$ cat config.mk
export PLATFORM = sky130hd
export DESIGN_NAME = mailbox_host_transaction_sequencer_unit_flat
export DESIGN_NICKNAME = d
export VERILOG_FILES = /design/src/rtl/core/mhts_pkg.sv /design/src/rtl/core/mhts_if.sv /design/src/rtl/core/mailbox_host_transaction_sequencer_unit.sv /design/src/flat_wrapper.sv
export SDC_FILE = /design/constraint.sdc
export NUM_CORES = 1
export LEC_CHECK = 0
export ABC_AREA = 1
export BUFFER_PORTS_ARGS = -buffer_cell sky130_fd_sc_hd__buf_2
export CAP_MARGIN = 25
export CORE_AREA = 2 2 156 158
export DETAILED_ROUTE_END_ITERATION = 8
export DIE_AREA = 0 0 158 160
export GPL_TIMING_DRIVEN = 0
export PLACE_DENSITY_LB_ADDON = 0.2
export SYNTH_ARGS = -nofsm -noshare
export SYNTH_HDL_FRONTEND = slang
export SYNTH_SLANG_ARGS = --single-unit
$ cat constraint.sdc
create_clock -name i_clk -period 3.5 [get_ports i_clk]
set_input_delay 0.525 -clock i_clk [delete_from_list [all_inputs] [get_ports i_clk]]
set_output_delay 0.525 -clock i_clk [all_outputs]
set_load 0.02 [all_outputs]
$ cat src/rtl/core/mhts_pkg.sv
// Shared types and constants for the mailbox host transaction sequencer.
`default_nettype none

package mhts_pkg;

    // Request kinds on the input channel
    localparam logic [1:0] MODE_REQ    = 2'd0;
    localparam logic [1:0] MODE_STATUS = 2'd1;
    localparam logic [1:0] MODE_DATA   = 2'd2;

    // Register offsets from the mailbox base
    localparam logic [2:0] PORT_DATA   = 3'd0;
    localparam logic [2:0] PORT_DUMMY  = 3'd3;
    localparam logic [2:0] PORT_STATUS = 3'd4;

    // Status byte bit positions
    localparam int unsigned ST_OBF_BIT  = 0;
    localparam int unsigned ST_IBF_BIT  = 1;
    localparam int unsigned ST_BUSY_BIT = 2;

    localparam logic [15:0] ADJUST_OFFSET  = 16'h0800;
    localparam logic [19:0] POLL_LIMIT_RST = 20'd200000;

    // Result queue depth; must hold at least the two results of one item
    localparam int unsigned QDEPTH = 4;
    localparam int unsigned QAW    = $clog2(QDEPTH);
    localparam int unsigned QCW    = QAW + 1;

    typedef enum logic [2:0] {
        PH_IDLE   = 3'd0,
        PH_CLR1   = 3'd1,
        PH_RDY1   = 3'd2,
        PH_OBFSET = 3'd3,
        PH_WORD   = 3'd4,
        PH_CLR2   = 3'd5,
        PH_RDY2   = 3'd6
    } t_phase;

    typedef enum logic [2:0] {
        ACT_STATUS  = 3'd0,
        ACT_DUMMY   = 3'd1,
        ACT_WRITE   = 3'd2,
        ACT_READ    = 3'd3,
        ACT_DONE    = 3'd4,
        ACT_TIMEOUT = 3'd5
    } t_action;

    typedef struct packed {
        logic [1:0]  mode;
        logic        is_read;
        logic [15:0] map_address;
        logic [7:0]  write_byte;
        logic [7:0]  status_byte;
        logic [31:0] read_word;
    } t_item;

    typedef struct packed {
        t_action     action;
        logic [2:0]  port_offset;
        logic [31:0] out_word;
        logic [7:0]  result_byte;
        logic        last;
    } t_result;

endpackage

`default_nettype wire

$ cat src/rtl/core/mhts_if.sv
// Valid/ready channel interfaces for the sequencer's item and result beats.
`default_nettype none

interface mhts_item_if;
    logic        valid;
    logic        ready;
    logic [1:0]  mode;
    logic        is_read;
    logic [15:0] map_address;
    logic [7:0]  write_byte;
    logic [7:0]  status_byte;
    logic [31:0] read_word;

    modport source (
        output valid, mode, is_read, map_address, write_byte, status_byte, read_word,
        input  ready
    );
    modport sink (
        input  valid, mode, is_read, map_address, write_byte, status_byte, read_word,
        output ready
    );
endinterface

interface mhts_result_if;
    logic        valid;
    logic        ready;
    logic [2:0]  action;
    logic [2:0]  port_offset;
    logic [31:0] out_word;
    logic [7:0]  result_byte;
    logic        last;

    modport source (
        output valid, action, port_offset, out_word, result_byte, last,
        input  ready
    );
    modport sink (
        input  valid, action, port_offset, out_word, result_byte, last,
        output ready
    );
endinterface

`default_nettype wire

$ cat src/rtl/core/mailbox_host_transaction_sequencer_unit.sv
// Mailbox host transaction sequencer: phase machine, poll counter and result queue.
// An item beat is registered in the input stage, then its results are written to the result queue.
// Throughput: one item per cycle while items yield one result each and the result queue has
//   room; two-result items go slower, since the result port moves one beat per cycle.
// Reset (synchronous, active low): phase idle, poll counter and pending fields zero,
//   result queue empty, poll_limit back to 200000.
`default_nettype none

module mailbox_host_transaction_sequencer_unit (
    input  wire logic        i_clk,
    input  wire logic        i_rst_n,
    input  wire logic        i_cfg_we,
    input  wire logic [19:0] i_cfg_wdata,
    mhts_item_if.sink        i_item,
    mhts_result_if.source    o_result
);

    // ---------------------------------------------------------------
    // Registers
    // ---------------------------------------------------------------
    logic [19:0]            r_poll_limit;
    mhts_pkg::t_phase       r_phase, n_phase;
    logic [19:0]            r_polls_left, n_polls_left;
    logic                   r_pend_is_read, n_pend_is_read;
    logic [11:0]            r_pend_offset, n_pend_offset;
    logic [7:0]             r_pend_byte, n_pend_byte;

    // Input stage: one registered item beat waiting for the queue
    logic                   r_in_vld;
    mhts_pkg::t_item        r_in;

    // Result queue: small circular buffer with two write ports, one read port
    mhts_pkg::t_result      r_q [mhts_pkg::QDEPTH];
    logic [mhts_pkg::QAW-1:0] r_wr_ptr, r_rd_ptr;
    logic [mhts_pkg::QCW-1:0] r_count;

    // ---------------------------------------------------------------
    // Handshake
    // ---------------------------------------------------------------
    logic w_fire;       // registered item is processed this cycle
    logic w_pop;        // result beat taken downstream

    // Process only when the queue has room for the worst case of two results
    assign w_fire = r_in_vld &&
                    (r_count <= mhts_pkg::QCW'(mhts_pkg::QDEPTH - 2));
    assign w_pop  = o_result.valid && o_result.ready;

    // Take a new beat whenever the input register is empty or drains now
    assign i_item.ready = !r_in_vld || w_fire;

    always_ff @(posedge i_clk) begin
        if (!i_rst_n) begin
            r_in_vld <= 1'b0;
        end else if (i_item.ready) begin
            r_in_vld <= i_item.valid;
        end
    end

    always_ff @(posedge i_clk) begin
        if (i_item.valid && i_item.ready) begin
            r_in.mode        <= i_item.mode;
            r_in.is_read     <= i_item.is_read;
            r_in.map_address <= i_item.map_address;
            r_in.write_byte  <= i_item.write_byte;
            r_in.status_byte <= i_item.status_byte;
            r_in.read_word   <= i_item.read_word;
        end
    end

    // ---------------------------------------------------------------
    // Status decode
    // ---------------------------------------------------------------
    logic w_obf;
    logic w_dev_ready;  // IBF and BUSY both clear
    logic w_last_poll;  // this failed sample uses up the wait

    assign w_obf       = r_in.status_byte[mhts_pkg::ST_OBF_BIT];
    assign w_dev_ready = !r_in.status_byte[mhts_pkg::ST_IBF_BIT] &&
                         !r_in.status_byte[mhts_pkg::ST_BUSY_BIT];
    assign w_last_poll = (r_polls_left <= 20'd1);

    // ---------------------------------------------------------------
    // Next phase
    // ---------------------------------------------------------------
    always_comb begin
        n_phase = r_phase;
        if (w_fire) begin
            unique case (r_in.mode)
                mhts_pkg::MODE_REQ: begin
                    if (r_phase == mhts_pkg::PH_IDLE) n_phase = mhts_pkg::PH_CLR1;
                end
                mhts_pkg::MODE_DATA: begin
                    if (r_phase == mhts_pkg::PH_WORD) n_phase = mhts_pkg::PH_CLR2;
                end
                mhts_pkg::MODE_STATUS: begin
                    unique case (r_phase) inside
                        mhts_pkg::PH_CLR1, mhts_pkg::PH_CLR2: begin
                            if (!w_obf) begin
                                n_phase = (r_phase == mhts_pkg::PH_CLR1) ?
                                          mhts_pkg::PH_RDY1 : mhts_pkg::PH_RDY2;
                            end else if (w_last_poll) begin
                                n_phase = mhts_pkg::PH_IDLE;
                            end
                        end
                        mhts_pkg::PH_RDY1: begin
                            if (w_dev_ready) begin
                                n_phase = r_pend_is_read ?
                                          mhts_pkg::PH_OBFSET : mhts_pkg::PH_CLR2;
                            end else if (w_last_poll) begin
                                n_phase = mhts_pkg::PH_IDLE;
                            end
                        end
                        mhts_pkg::PH_OBFSET: begin
                            if (w_obf) begin
                                n_phase = mhts_pkg::PH_WORD;
                            end else if (w_last_poll) begin
                                n_phase = mhts_pkg::PH_IDLE;
                            end
                        end
                        mhts_pkg::PH_RDY2: begin
                            if (w_dev_ready || w_last_poll) n_phase = mhts_pkg::PH_IDLE;
                        end
                        default: n_phase = r_phase;   // idle or awaiting data word
                    endcase
                end
                default: n_phase = r_phase;           // unused mode code: drop
            endcase
        end
    end

    // ---------------------------------------------------------------
    // Results and datapath state
    // ---------------------------------------------------------------
    mhts_pkg::t_result w_res0, w_res1, w_status_res, w_fail_res;
    logic [1:0]        w_nres;
    logic [15:0]       w_offset_full;
    logic [31:0]       w_cmd_word;
    logic [19:0]       w_fail_polls;

    assign w_offset_full = r_in.map_address - mhts_pkg::ADJUST_OFFSET;

    // Packed command: offset in 19:8, op in 23:20, write byte in 31:24
    assign w_cmd_word = {(r_pend_is_read ? 8'h00 : r_pend_byte),
                         3'b000, r_pend_is_read, r_pend_offset, 8'h00};

    assign w_status_res = '{action: mhts_pkg::ACT_STATUS,
                            port_offset: mhts_pkg::PORT_STATUS,
                            out_word: 32'h0, result_byte: 8'h00, last: 1'b1};

    // A failed sample either polls again or gives up the wait
    assign w_fail_res   = w_last_poll ?
                          mhts_pkg::t_result'{action: mhts_pkg::ACT_TIMEOUT,
                                              port_offset: mhts_pkg::PORT_DATA,
                                              out_word: 32'h0, result_byte: 8'h00,
                                              last: 1'b1} :
                          w_status_res;
    assign w_fail_polls = w_last_poll ? 20'd0 : (r_polls_left - 20'd1);

    always_comb begin
        w_res0         = w_status_res;
        w_res1         = w_status_res;
        w_nres         = 2'd0;
        n_polls_left   = r_polls_left;
        n_pend_is_read = r_pend_is_read;
        n_pend_offset  = r_pend_offset;
        n_pend_byte    = r_pend_byte;
        if (w_fire) begin
            unique case (r_in.mode)
                mhts_pkg::MODE_REQ: begin
                    if (r_phase == mhts_pkg::PH_IDLE) begin
                        n_pend_is_read = r_in.is_read;
                        n_pend_offset  = w_offset_full[11:0];
                        n_pend_byte    = r_in.is_read ? 8'h00 : r_in.write_byte;
                        n_polls_left   = r_poll_limit;
                        w_nres         = 2'd1;
                    end
                end
                mhts_pkg::MODE_DATA: begin
                    if (r_phase == mhts_pkg::PH_WORD) begin
                        // Keep the returned byte for the final done
                        n_pend_byte  = r_in.read_word[31:24];
                        n_polls_left = r_poll_limit;
                        w_nres       = 2'd1;
                    end
                end
                mhts_pkg::MODE_STATUS: begin
                    unique case (r_phase) inside
                        mhts_pkg::PH_CLR1, mhts_pkg::PH_CLR2: begin
                            if (!w_obf) begin
                                n_polls_left = r_poll_limit;
                                w_nres       = 2'd1;
                            end else begin
                                // Flush the stale byte, then poll or time out
                                w_res0 = '{action: mhts_pkg::ACT_DUMMY,
                                           port_offset: mhts_pkg::PORT_DUMMY,
                                           out_word: 32'h0, result_byte: 8'h00,
                                           last: 1'b0};
                                w_res1       = w_fail_res;
                                n_polls_left = w_fail_polls;
                                w_nres       = 2'd2;
                            end
                        end
                        mhts_pkg::PH_RDY1: begin
                            if (w_dev_ready) begin
                                w_res0 = '{action: mhts_pkg::ACT_WRITE,
                                           port_offset: mhts_pkg::PORT_DATA,
                                           out_word: w_cmd_word, result_byte: 8'h00,
                                           last: 1'b0};
                                n_polls_left = r_poll_limit;
                                w_nres       = 2'd2;
                            end else begin
                                w_res0       = w_fail_res;
                                n_polls_left = w_fail_polls;
                                w_nres       = 2'd1;
                            end
                        end
                        mhts_pkg::PH_OBFSET: begin
                            if (w_obf) begin
                                w_res0 = '{action: mhts_pkg::ACT_READ,
                                           port_offset: mhts_pkg::PORT_DATA,
                                           out_word: 32'h0, result_byte: 8'h00,
                                           last: 1'b1};
                            end else begin
                                w_res0       = w_fail_res;
                                n_polls_left = w_fail_polls;
                            end
                            w_nres = 2'd1;
                        end
                        mhts_pkg::PH_RDY2: begin
                            if (w_dev_ready) begin
                                w_res0 = '{action: mhts_pkg::ACT_DONE,
                                           port_offset: mhts_pkg::PORT_DATA,
                                           out_word: 32'h0,
                                           result_byte: r_pend_is_read ? r_pend_byte : 8'h00,
                                           last: 1'b1};
                            end else begin
                                w_res0       = w_fail_res;
                                n_polls_left = w_fail_polls;
                            end
                            w_nres = 2'd1;
                        end
                        default: w_nres = 2'd0;
                    endcase
                end
                default: w_nres = 2'd0;
            endcase
        end
    end

    // ---------------------------------------------------------------
    // State registers
    // ---------------------------------------------------------------
    always_ff @(posedge i_clk) begin
        if (!i_rst_n) begin
            r_poll_limit   <= mhts_pkg::POLL_LIMIT_RST;
            r_phase        <= mhts_pkg::PH_IDLE;
            r_polls_left   <= 20'd0;
            r_pend_is_read <= 1'b0;
            r_pend_offset  <= 12'h000;
            r_pend_byte    <= 8'h00;
        end else begin
            if (i_cfg_we) begin
                r_poll_limit <= i_cfg_wdata;
            end
            r_phase        <= n_phase;
            r_polls_left   <= n_polls_left;
            r_pend_is_read <= n_pend_is_read;
            r_pend_offset  <= n_pend_offset;
            r_pend_byte    <= n_pend_byte;
        end
    end

    // ---------------------------------------------------------------
    // Result queue
    // ---------------------------------------------------------------
    always_ff @(posedge i_clk) begin
        if (w_nres != 2'd0) begin
            r_q[r_wr_ptr] <= w_res0;
        end
        if (w_nres == 2'd2) begin
            r_q[r_wr_ptr + mhts_pkg::QAW'(1)] <= w_res1;
        end
    end

    always_ff @(posedge i_clk) begin
        if (!i_rst_n) begin
            r_wr_ptr <= '0;
            r_rd_ptr <= '0;
            r_count  <= '0;
        end else begin
            r_wr_ptr <= r_wr_ptr + mhts_pkg::QAW'(w_nres);
            if (w_pop) begin
                r_rd_ptr <= r_rd_ptr + mhts_pkg::QAW'(1);
            end
            r_count <= r_count + mhts_pkg::QCW'(w_nres) - mhts_pkg::QCW'(w_pop);
        end
    end

    assign o_result.valid       = (r_count != '0);
    assign o_result.action      = r_q[r_rd_ptr].action;
    assign o_result.port_offset = r_q[r_rd_ptr].port_offset;
    assign o_result.out_word    = r_q[r_rd_ptr].out_word;
    assign o_result.result_byte = r_q[r_rd_ptr].result_byte;
    assign o_result.last        = r_q[r_rd_ptr].last;

endmodule

`default_nettype wire

$ cat src/flat_wrapper.sv
// flat-port wrapper written by rule: the top's interface ports become plain ports
module mailbox_host_transaction_sequencer_unit_flat 
  (i_clk, i_rst_n, i_cfg_we, i_cfg_wdata, i_item_valid, i_item_mode, i_item_is_read, i_item_map_address, i_item_write_byte, i_item_status_byte, i_item_read_word, i_item_ready, o_result_valid, o_result_action, o_result_port_offset, o_result_out_word, o_result_result_byte, o_result_last, o_result_ready);
  mhts_item_if i_item_i ();
  mhts_result_if o_result_i ();
  input  wire logic i_clk;
  input  wire logic i_rst_n;
  input  wire logic i_cfg_we;
  input  wire logic [19:0] i_cfg_wdata;
  input wire logic [$bits(i_item_i.valid)-1:0] i_item_valid;
  input wire logic [$bits(i_item_i.mode)-1:0] i_item_mode;
  input wire logic [$bits(i_item_i.is_read)-1:0] i_item_is_read;
  input wire logic [$bits(i_item_i.map_address)-1:0] i_item_map_address;
  input wire logic [$bits(i_item_i.write_byte)-1:0] i_item_write_byte;
  input wire logic [$bits(i_item_i.status_byte)-1:0] i_item_status_byte;
  input wire logic [$bits(i_item_i.read_word)-1:0] i_item_read_word;
  output wire logic [$bits(i_item_i.ready)-1:0] i_item_ready;
  output wire logic [$bits(o_result_i.valid)-1:0] o_result_valid;
  output wire logic [$bits(o_result_i.action)-1:0] o_result_action;
  output wire logic [$bits(o_result_i.port_offset)-1:0] o_result_port_offset;
  output wire logic [$bits(o_result_i.out_word)-1:0] o_result_out_word;
  output wire logic [$bits(o_result_i.result_byte)-1:0] o_result_result_byte;
  output wire logic [$bits(o_result_i.last)-1:0] o_result_last;
  input wire logic [$bits(o_result_i.ready)-1:0] o_result_ready;
  assign i_item_i.valid = i_item_valid;
  assign i_item_i.mode = i_item_mode;
  assign i_item_i.is_read = i_item_is_read;
  assign i_item_i.map_address = i_item_map_address;
  assign i_item_i.write_byte = i_item_write_byte;
  assign i_item_i.status_byte = i_item_status_byte;
  assign i_item_i.read_word = i_item_read_word;
  assign i_item_ready = i_item_i.ready;
  assign o_result_valid = o_result_i.valid;
  assign o_result_action = o_result_i.action;
  assign o_result_port_offset = o_result_i.port_offset;
  assign o_result_out_word = o_result_i.out_word;
  assign o_result_result_byte = o_result_i.result_byte;
  assign o_result_last = o_result_i.last;
  assign o_result_i.ready = o_result_ready;
  mailbox_host_transaction_sequencer_unit u_core (.i_clk(i_clk), .i_rst_n(i_rst_n), .i_cfg_we(i_cfg_we), .i_cfg_wdata(i_cfg_wdata), .i_item(i_item_i), .o_result(o_result_i));
endmodule
# Word level (Yosys, flattened, before mapping)
# Memories as Yosys holds them, arrays and structs flattened. A register that Yosys moved wholly into a read port is not among the register bits.
# Cells that the tools add are included.
# word_totals
regBits	130
latch_bits	0
mem_bits_rw	188
romBits	0
inputBits	92
out_inout_bits	49
elab_cells	113
memories	1
# memory_table
name	depth	word_bits	rd	rd_ports_with_merged_regs	write_ports	line_no	text
u_core.r_q	4	47	1	1	2	mailbox_host_transaction_sequencer_unit.sv:33	mhts_pkg::t_result r_q [mhts_pkg::QDEPTH];
# classes
addsub	7
multipliers	0
n_div	0
magnitude_cmp	2
n_eq_ne	15
n_shift	0
n_mux	51
bitwise	0
n_reduce_logical	21
# op_table
op	n
$mux 47	10
$pmux 47 s4	1
$mux 20	7
$pmux 20 s4	1
$pmux 20 s3	1
$mux 45	1
$mux 8	5
$mux 3	9
$le 20x1->1 const B	1
$sub 20x1->20 const B	1
$pmux 8 s2	1
$pmux 2 s3	2
$pmux 3 s4	1
$sub 12x12->12 const B	1
$mux 2	5
$eq 3x3->1 const B	3
$ne 3x3->1 const B	3
$pmux 3 s3	1
$reduce_and 7->1	1
$eq 3x2->1 const B	2
$mux 1	6
$reduce_and 6->1	1
$reduce_bool 3->1	2
$ne 5x2->1 const B	1
18 further kinds	29

# Longest topological paths before layout
# Gate-level depths: netlist of the first run.
# logic_depth
depth_word	9
mapped_depth	15
mapped_depth_nobuf	13

# Least setup slack after synthesis of the first run
# No wires, ideal clock.
# synth_timing
path_type	input -> register
from	in i_item_valid
to	reg u_core.r_in[24] (netlist name), enable pin
setup_time_ps	436
arrival_ps	2241
t_required_ps	3064
slack_ps	823
cell_stages	2
path_buffers	0
path_cell_list	inv_1 > a21oi_1
# synth_between
elab_chain_cells	1
# synth_rtl
item	line_no	text
from (decl)	flat_wrapper.sv:10	input wire logic [$bits(i_item_i.valid)-1:0] i_item_valid;
$logic_and 1x1->1	mailbox_host_transaction_sequencer_unit.sv:60	if (i_item.valid && i_item.ready) begin
to (decl)	mailbox_host_transaction_sequencer_unit.sv:30	mhts_pkg::t_item r_in;
# Every way passes these cells.
# A chain may end at the register's enable or synchronous reset.

==> results of run 1 <==
==> cell families (layout without fill, tap and decap cells) <==
kind of cell    count (synthesis)  count (layout)
simple gates                  682             682
fa+ha+maj                      11              11
other cells                     1              11
compound gates                434             434
buf+inv                       202             347
flops                         248             248
xor+xnor                       15              15
==> routing by layer <==
layer  up-vias  GRT usage  wire (um)
met3        51     0.0402       2560
met1      5170      0.385      15500
li1       5529          -          -
met4         0     0.0807        809
met2       451      0.438      15800
met5         -          0          0
==> synthesized netlist by cell type (all sizes together) (22+ instances only) <==
library cell  instances
edfxtp               46
nand3                66
a21oi               130
o21ai               255
inv                  96
clkbuf               58
nand2               224
buf                  45
dfxtp               202
nor3                 22
nor2                360
o22ai                32
==> power groups by stage <==
| stage | combinational [mW] | clock, mW | sequential [mW] |
|---|---|---|---|
| detailed placement | 2.38 | 0 | 3.42 |
| floorplan | 1.64 | 0 | 3.37 |
| finish | 2.43 | 2.65 | 3.36 |
| global placement | 2.35 | 0 | 3.41 |
| CTS | 2.39 | 2.69 | 3.36 |
| global route | 2.67 | 2.80 | 3.39 |
==> worst max path at each step <==
stage	from	endpoint	slack, ns
3_3_place_gp	i_item_valid	u_core.r_in[52]	0.14
3_5_place_dp	u_core.r_in[66]	u_core.r_polls_left[18]	0.65
6_report	flop	o_result_port_offset[1]	0.30
4_1_cts	flop	o_result_port_offset[1]	0.32
5_1_grt	flop	o_result_port_offset[1]	0.14
2_1_floorplan	i_item_valid	u_core.r_in[24]	0.82
==> state kept, by name, indices dropped and copies added (netlist names), 3 cells and up, named ones only <==
| signal | count |
|---|---|
| u_core.r_count | 3 |
| u_core.r_in | 34 |
| u_core.r_pend_byte | 8 |
| u_core.r_pend_offset | 12 |
| u_core.r_phase | 3 |
| u_core.r_poll_limit | 20 |
| u_core.r_polls_left | 20 |
| u_core.r_q | 140 |
==> per-stage QoR <==
| stage | cell area, um2 | utilization |
|---|---|---|
| 6_report | 13400 | 0.563 |
| 5_1_grt | 13400 | 0.563 |
| 4_1_cts | 13400 | 0.563 |
| 3_5_place_dp | 12600 | 0.529 |
| 3_3_place_gp | 12600 | 0.527 |
| 2_1_floorplan | 11700 | - |
==> layout make-up <==
type / instances / share of cell area
sequential: 248 / 0.405
multi-input combinational: 1153 / 0.401
clock buffer: 37 / 0.0554
timing repair buffer: 96 / 0.0375
buffer: 103 / 0.0374
tap: 324 / 0.0302
inverter: 99 / 0.0279
clock inverter: 12 / 0.00541
==> worst max-delay path: stages, from the launching register on <==
cell      delay (ns)
dfxtp_1         0.42
inv_1           0.14
clkbuf_1        0.41
clkbuf_1        0.47
o21ai_0         0.17
o22ai_1         0.22
buf_4           0.15
buf_2           0.15
==> flow_summary.yaml, run 1 <==
power_and_ir_drop:
  peakVddDrop_v: 0.000357
  sw_frac_of_total: 0.355
  powerDensity_nw_per_um2: 630
  power_mw: 8.44
  p_clk_frac: 0.314
  internal_power_mw: 5.44
  p_leak_nw: 5.81
  p_switching_mw: 3.00
  p_comb_frac: 0.287
  p_seq_frac: 0.398
die:
  die_area_um2: 25300
  core_um2: 23800
  die_x_um: 158
  rows: 57
  start_util: 0.488
  ios: 141
  die_h_um: 160
placed_design:
  post-place-ws_ns: 0.646
  dp.cells: 2023
  hpwlAfterDp_mm: 24.8
  gp_congestion: 0.929
  portBuffers: 95
timing:
  whs_ns: 0.152
  worst_pin_slew_ns: 0.931
  finalCritPeriodShare: 0.914
  finalSetupViolations: 0
  worst_slack_ns: 0.300
  min_period_ns: 3.20
  hold_viol: 0
  relSlewSlack: 0.374
  maxSlewViolCount: 0
  finClkSkew_ns: 0.00867
  rsz0062_at_grt: "no"
  tns_ns: 0
  clock.fmax_mhz: 313
clocking:
  cts_root_buf: "clkbuf_16"
  clk_latency_ns: 0.55
  cts_tree: "built"
  cts_resized: 0
  cts_hold_buf: 0
  post_cts_buffers: 0
  h-tree-depth: 1
  cts.path.max_buffers: 3
  cts_buffers: 27
  clock_sinks: 248
  path_clk_slew_ns: 0.06
setup_path:
  rr_worst_depth: 9
  critPathMaxFanout: 10
  critPathCaptureType: "output pin"
  path_class: "reg -> out"
  r2r_slack_ns: 0.57
  reg2reg_to: "u_core.r_polls_left[18]"
  cp.required_ns: 2.97
  cp.arrival_ns: 2.67
  reg2reg_from: "u_core.r_in[66]"
  crit_path_start_kind: "flop"
finish:
  diodes: 0
  final_common_cell: "nor2_1"
  fillers: 2348
  drive_gt1_frac: 0.123
  mostFrequentLayoutCells: "nor2_1 (356), nand2_1 (218), dfxtp_1 (202)"
  area_growth_pct: 15.2
  fin_nets: 1831
  multiInputGateArea_um2: 5380
  fin_cells: 2072
  regArea_um2: 5430
synth:
  synth_top_cell_area_share: 0.348
  synth_xor_area_frac: 0.0113
  synthCells: 1593
  synth_fa_ha_area_frac: 0.0125
  seq_area_frac_synth: 0.466
  yosysWarnings: 0
  yosys.area_share.simple: 0.240
  synth_top_family_by_area: "simple AND/OR/NAND/NOR gates"
  synthMuxAreaShare: 0
  synth.distinct_cells: 42
  synthTopCellsByArea: "dfxtp_1 (35%), edfxtp_1 (12%), nor2_1 (11%), o21ai_0 (7.4%), nand2_1 (7.0%)"
  synth_top_cell_by_area: "dfxtp_1"
  synth_edf_count: 46
  postSynth.asyncResetShare: 0
  synth-seq-cells: 248
  synth_area_per_cell_um2: 7.30
  synth_compound_area_frac: 0.195
  synth_area_um2: 11600
  ys_dominant_reg_cell: "dfxtp_1"
detailed_routing:
  wl_per_cell_um: 16.8
  dr.pass1.iters: 5
  wirelength_mm: 34.7
  vias: 11200
  vias_per_cell: 5.41
  drc: 0
  postRouteAntennaNets: 0
  drt_iter0_markers: 1163
global_routing:
  grt_usage: 0.274
  grt_pass1_vias: 10300
  grt_overflow_total: 0
  grt_max_degree: 26
  grt_pass1_wl_mm: 54.7
  antenna_found_initial: 0
worst_hold_path:
  hold_class: "in -> reg"
  hold_depth: 1
  whs_endpoint: "u_core.r_in[46]"
  min_from: "i_item_write_byte[6]"
run_status:
  status: "finished, final reports clean"
job:
  cap_viol_max_count: 0
No activity file was read; power rests on OpenSTA's default activity.
==> run 2, diff against run 1 <==
--- a/config.mk
+++ b/config.mk
@@ -9,6 +9,7 @@
 export BUFFER_PORTS_ARGS = -buffer_cell sky130_fd_sc_hd__buf_2
 export CAP_MARGIN = 25
 export CORE_AREA = 2 2 156 158
+export CTS_BUF_LIST = sky130_fd_sc_hd__clkbuf_8
 export DETAILED_ROUTE_END_ITERATION = 8
 export DIE_AREA = 0 0 158 160
 export GPL_TIMING_DRIVEN = 0
==> run 2 against run 1 <==
Clock-buffer cell count grew 15. Clock power is 6% higher. Worst hold slack got worse by 0.019 ns. Clock skew increased by 0.016 ns. Critical endpoint unchanged. Largest power group unchanged. Largest cell class unchanged.
==> flow_summary.yaml, run 2 (same netlist as run 1, synthesis figures left out) <==
timing:
  whs_ns: 0.133
  finalCritPeriodShare: 0.913
  relSlewSlack: 0.416
  finClkSkew_ns: 0.0243
  worst_pin_slew_ns: 0.872
  hold_viol: 0
  rsz0062_at_grt: "no"
  finalSetupViolations: 0
  maxSlewViolCount: 0
  min_period_ns: 3.20
  tns_ns: 0
  clock.fmax_mhz: 313
clocking:
  cts_root_buf: "clkbuf_8"
  cts_tree: "built"
  h-tree-depth: 2
  cts_buffers: 44
  post_cts_buffers: 0
  cts_resized: 0
  cts_hold_buf: 0
  clk_latency_ns: 0.57
  path_clk_slew_ns: 0.06
  clock_sinks: 248
  cts.path.max_buffers: 3
setup_path:
  path_common_cell: "clkbuf_1"
  path_class: "reg -> out"
  critPathMaxFanout: 10
  cp_cell_sequence: "inv_1, clkbuf_1, clkbuf_1, o21ai_0, o22ai_1, buf_4, buf_2"
  slowest_stage: "clkbuf_1"
  rr_worst_depth: 9
  critPathCaptureType: "output pin"
  cp.arrival_ns: 2.67
  cp.required_ns: 2.97
  cpPeakStageDelay_ns: 0.48
  crit_path_start_kind: "flop"
finish:
  diodes: 0
  final_common_cell: "nor2_1"
  area_growth_pct: 16.1
  fin_nets: 1848
  reg.largest.list: "u_core.r_q x140, u_core.r_in x34"
  top_register: "u_core.r_q"
  drive_gt1_frac: 0.134
  mostFrequentLayoutCells: "nor2_1 (356), nand2_1 (218), dfxtp_1 (202)"
  final_core_util: 0.567
  largest_reg_flops: 140
  final_area_um2: 13500
global_routing:
  grt_max_degree: 26
  grt_pass1_wl_mm: 55.1
  grt_usage: 0.277
  grt_overflow_total: 0
  grt_pass1_vias: 10500
  antenna_found_initial: 0
detailed_routing:
  drc: 0
  wl_per_cell_um: 16.7
  vias_per_cell: 5.38
  drt_iter0_markers: 1149
  dr.pass1.iters: 6
  wirelength_mm: 35.1
  vias: 11300
  postRouteAntennaNets: 0
job:
  cap_viol_max_count: 0
power_and_ir_drop:
  p_leak_nw: 5.93
  powerDensity_nw_per_um2: 636
  peakVddDrop_v: 0.000475
die:
  ios: 141
  die_area_um2: 25300
  rows: 57
  die_h_um: 160
  die_x_um: 158
  start_util: 0.488
  core_um2: 23800
placed_design:
  placed_cell_area_um2: 12600
  gp_congestion: 0.929
  portBuffers: 95
  hpwlAfterDp_mm: 24.8
worst_hold_path:
  hold_depth: 1
  hold_class: "in -> reg"
run_status:
  status: "finished, final reports clean"
## run 2: cell types whose count changed in the layout (fill, tap and decap cells not counted), sizes merged
cell,delta
bufinv,+3
inv,+15
clkinv,-3
clkbuf,+15
## run 2: layout make-up
class	instances	area [um2]
flip-flops and latches	248	5430
repair buffers	96	503
clock buffers	52	716
multi-input cells	1153	5380
fillers	2360	10300
inverters	99	374
plain buffers	103	502
clock inverters	27	204
well taps	324	405
## run 2: critical path: cells and delay by family (launching register included)
| family | cells | cell delay (ns) |
|---|---|---|
| buf+inv | 5 | 1.31 |
| flops | 1 | 0.42 |
| compound gates | 2 | 0.39 |
## run 2: worst paths after layout
check / from / end / slack [ns]
max: flop / o_result_port_offset[1] / 0.30
min: i_item_status_byte[0] / u_core.r_in[32] / 0.13
max reg2reg: u_core.r_in[66] / u_core.r_polls_left[18] / 0.59
min reg2reg: u_core.r_in[59] / u_core.r_pend_offset[11] / 0.45
## run 2: where the power goes
part           switching [mW]  leakage (nW)  internal, mW
sequential              0.166          2.08          3.20
clock                    1.23         0.523          1.58
combinational            1.67          3.32         0.757
## run 2: routing by layer
layer,GRT usage,up-vias,part of all wire,routed length (um)
met3,0.0548,86,0.083,2900
li1,-,5581,-,-
met1,0.379,5160,0.44,15300
met4,0.0966,0,0.031,1070
met2,0.438,480,0.45,15800
met5,0,-,0,0
## run 2: through the flow
stage	worst slack, ns	total power, mW	instances
finish	0.304	8.60	2102
global route	0.141	9.04	2102
CTS	0.322	8.60	2102
detailed placement	0.646	5.80	2023
global placement	0.144	5.76	2022
floorplan	0.823	5.01	1603
==> run 3, diff against run 2 <==
--- a/config.mk
+++ b/config.mk
@@ -8,10 +8,10 @@
 export ABC_AREA = 1
 export BUFFER_PORTS_ARGS = -buffer_cell sky130_fd_sc_hd__buf_2
 export CAP_MARGIN = 25
-export CORE_AREA = 2 2 156 158
+export CORE_AREA = 2 2 149 165
 export CTS_BUF_LIST = sky130_fd_sc_hd__clkbuf_8
 export DETAILED_ROUTE_END_ITERATION = 8
-export DIE_AREA = 0 0 158 160
+export DIE_AREA = 0 0 151 167
 export GPL_TIMING_DRIVEN = 0
 export PLACE_DENSITY_LB_ADDON = 0.2
 export SYNTH_ARGS = -nofsm -noshare
==> run 3 against run 2 <==
Via count grew 0.17%. Global-route usage shrank 0.26 points. First-iteration DRC count is 6.2% lower. Worst hold slack gained 0.015 ns. Non-clock buffer count is the same. Sequential power about the same. Setup slack improved by 0.042 ns. Die area down 0.25%. Utilization increased by 0.64 points. Clock-buffer cell count grew 2. Flip-flop and latch count unchanged. Cell count fell by 1.0%. Critical endpoint unchanged.
==> flow_summary.yaml, run 3 (same netlist as run 1, synthesis figures left out) <==
job:
  cap_viol_max_count: 0
finish:
  drive_gt1_frac: 0.135
  area_growth_pct: 15.7
  reg.largest.list: "u_core.r_q x140, u_core.r_in x34"
  largest_reg_flops: 140
  fin_cells: 2081
  final_area_um2: 13500
  mostFrequentLayoutCells: "nor2_1 (356), nand2_1 (218), dfxtp_1 (202)"
  top_register: "u_core.r_q"
  final_common_cell: "nor2_1"
  fin_nets: 1847
  final_core_util: 0.574
  diodes: 0
setup_path:
  critPathCaptureType: "output pin"
  cp_num_buf_inv: 4
  path_class: "reg -> out"
  crit_path_start_kind: "flop"
  path_common_cell: "clkbuf_1"
  reg2reg_from: "u_core.r_in[66]"
  cp.arrival_ns: 2.63
  cpPeakStageDelay_ns: 0.47
  slowest_stage: "clkbuf_1"
  cp.required_ns: 2.97
  critPathMaxFanout: 10
  reg2reg_to: "u_core.r_polls_left[18]"
  cp_cell_sequence: "clkbuf_1, clkbuf_1, nor2_1, o22ai_1, buf_4, buf_2"
  r2r_slack_ns: 0.59
  rr_worst_depth: 9
  crit_family: "buffers and inverters"
placed_design:
  portBuffers: 95
  placed_cell_area_um2: 12600
  dp.cells: 2004
  hpwlAfterDp_mm: 24.7
  gp_congestion: 0.924
detailed_routing:
  wirelength_mm: 34.4
  postRouteAntennaNets: 0
  vias: 11300
  wl_per_cell_um: 16.5
  dr.pass1.iters: 6
  drt_iter0_markers: 1078
  vias_per_cell: 5.44
  drc: 0
power_and_ir_drop:
  peakVddDrop_v: 0.000403
  powerDensity_nw_per_um2: 632
  p_leak_nw: 5.92
  power_mw: 8.51
die:
  ios: 141
  start_util: 0.496
  rows: 59
  die_x_um: 151
  die_area_um2: 25200
  core_um2: 23500
  die_h_um: 167
worst_hold_path:
  min_from: "i_item_status_byte[2]"
  hold_class: "in -> reg"
  hold_depth: 1
  whs_endpoint: "u_core.r_in[34]"
clocking:
  cts.path.max_buffers: 3
  clock_sinks: 248
  cts_resized: 0
  path_clk_slew_ns: 0.07
  cts_hold_buf: 0
  cts_tree: "built"
  cts_buffers: 43
  post_cts_buffers: 0
  clk_latency_ns: 0.56
  h-tree-depth: 2
  cts_root_buf: "clkbuf_8"
timing:
  min_period_ns: 3.15
  maxSlewViolCount: 0
  tns_ns: 0
  hold_viol: 0
  relSlewSlack: 0.394
  finClkSkew_ns: 0.0231
  finalCritPeriodShare: 0.901
  worst_pin_slew_ns: 0.902
  finalSetupViolations: 0
  rsz0062_at_grt: "no"
  clock.fmax_mhz: 317
run_status:
  status: "finished, final reports clean"
global_routing:
  grt_max_degree: 28
  antenna_found_initial: 0
  grt_pass1_vias: 10500
  grt_overflow_total: 0
  grt_usage: 0.275
  grt_pass1_wl_mm: 54.4
-- run 3: area by class of cell --
type | instances | area [um2]
buffer | 103 | 502
clock buffer | 54 | 743
clock inverter | 23 | 155
fill | 2256 | 10000
inverter | 99 | 374
multi-input combinational | 1153 | 5380
sequential | 248 | 5430
tap | 305 | 382
timing repair buffer | 96 | 503
-- run 3: routing by layer --
metal	GRT usage	vias to the layer above	wire, um
met3	0.0518	101	2870
met5	0	-	0
met2	0.432	517	15500
li1	-	5586	-
met4	0.118	0	1380
met1	0.368	5122	14700
-- run 3: where the power goes --
| group | total [mW] | internal [mW] | switching, mW |
|---|---|---|---|
| registers | 3.37 | 3.20 | 0.170 |
| clock network | 2.74 | 1.54 | 1.20 |
| logic | 2.41 | 0.756 | 1.65 |
-- run 3: through the flow --
stage                     hold WS [ns]  setup slack, ns
after floorplan                  0.399            0.823
after global placement           0.406            0.209
after detailed placement         0.410            0.675
after CTS                        0.124            0.325
after global routing             0.117            0.186
final                            0.149            0.345
-- run 3: worst max-delay path by stage --
| stage | from | end | slack, ns | depth (start not counted) |
|---|---|---|---|---|
| final | flop | o_result_port_offset[1] | 0.35 | 6 |
| after global routing | flop | o_result_port_offset[1] | 0.19 | 7 |
| after CTS | flop | o_result_port_offset[1] | 0.32 | 7 |
| after detailed placement | u_core.r_in[66] | u_core.r_polls_left[18] | 0.68 | 9 |
| after global placement | i_item_valid | u_core.r_in[50] | 0.21 | 3 |
| after floorplan | i_item_valid | u_core.r_in[24] | 0.82 | 2 |
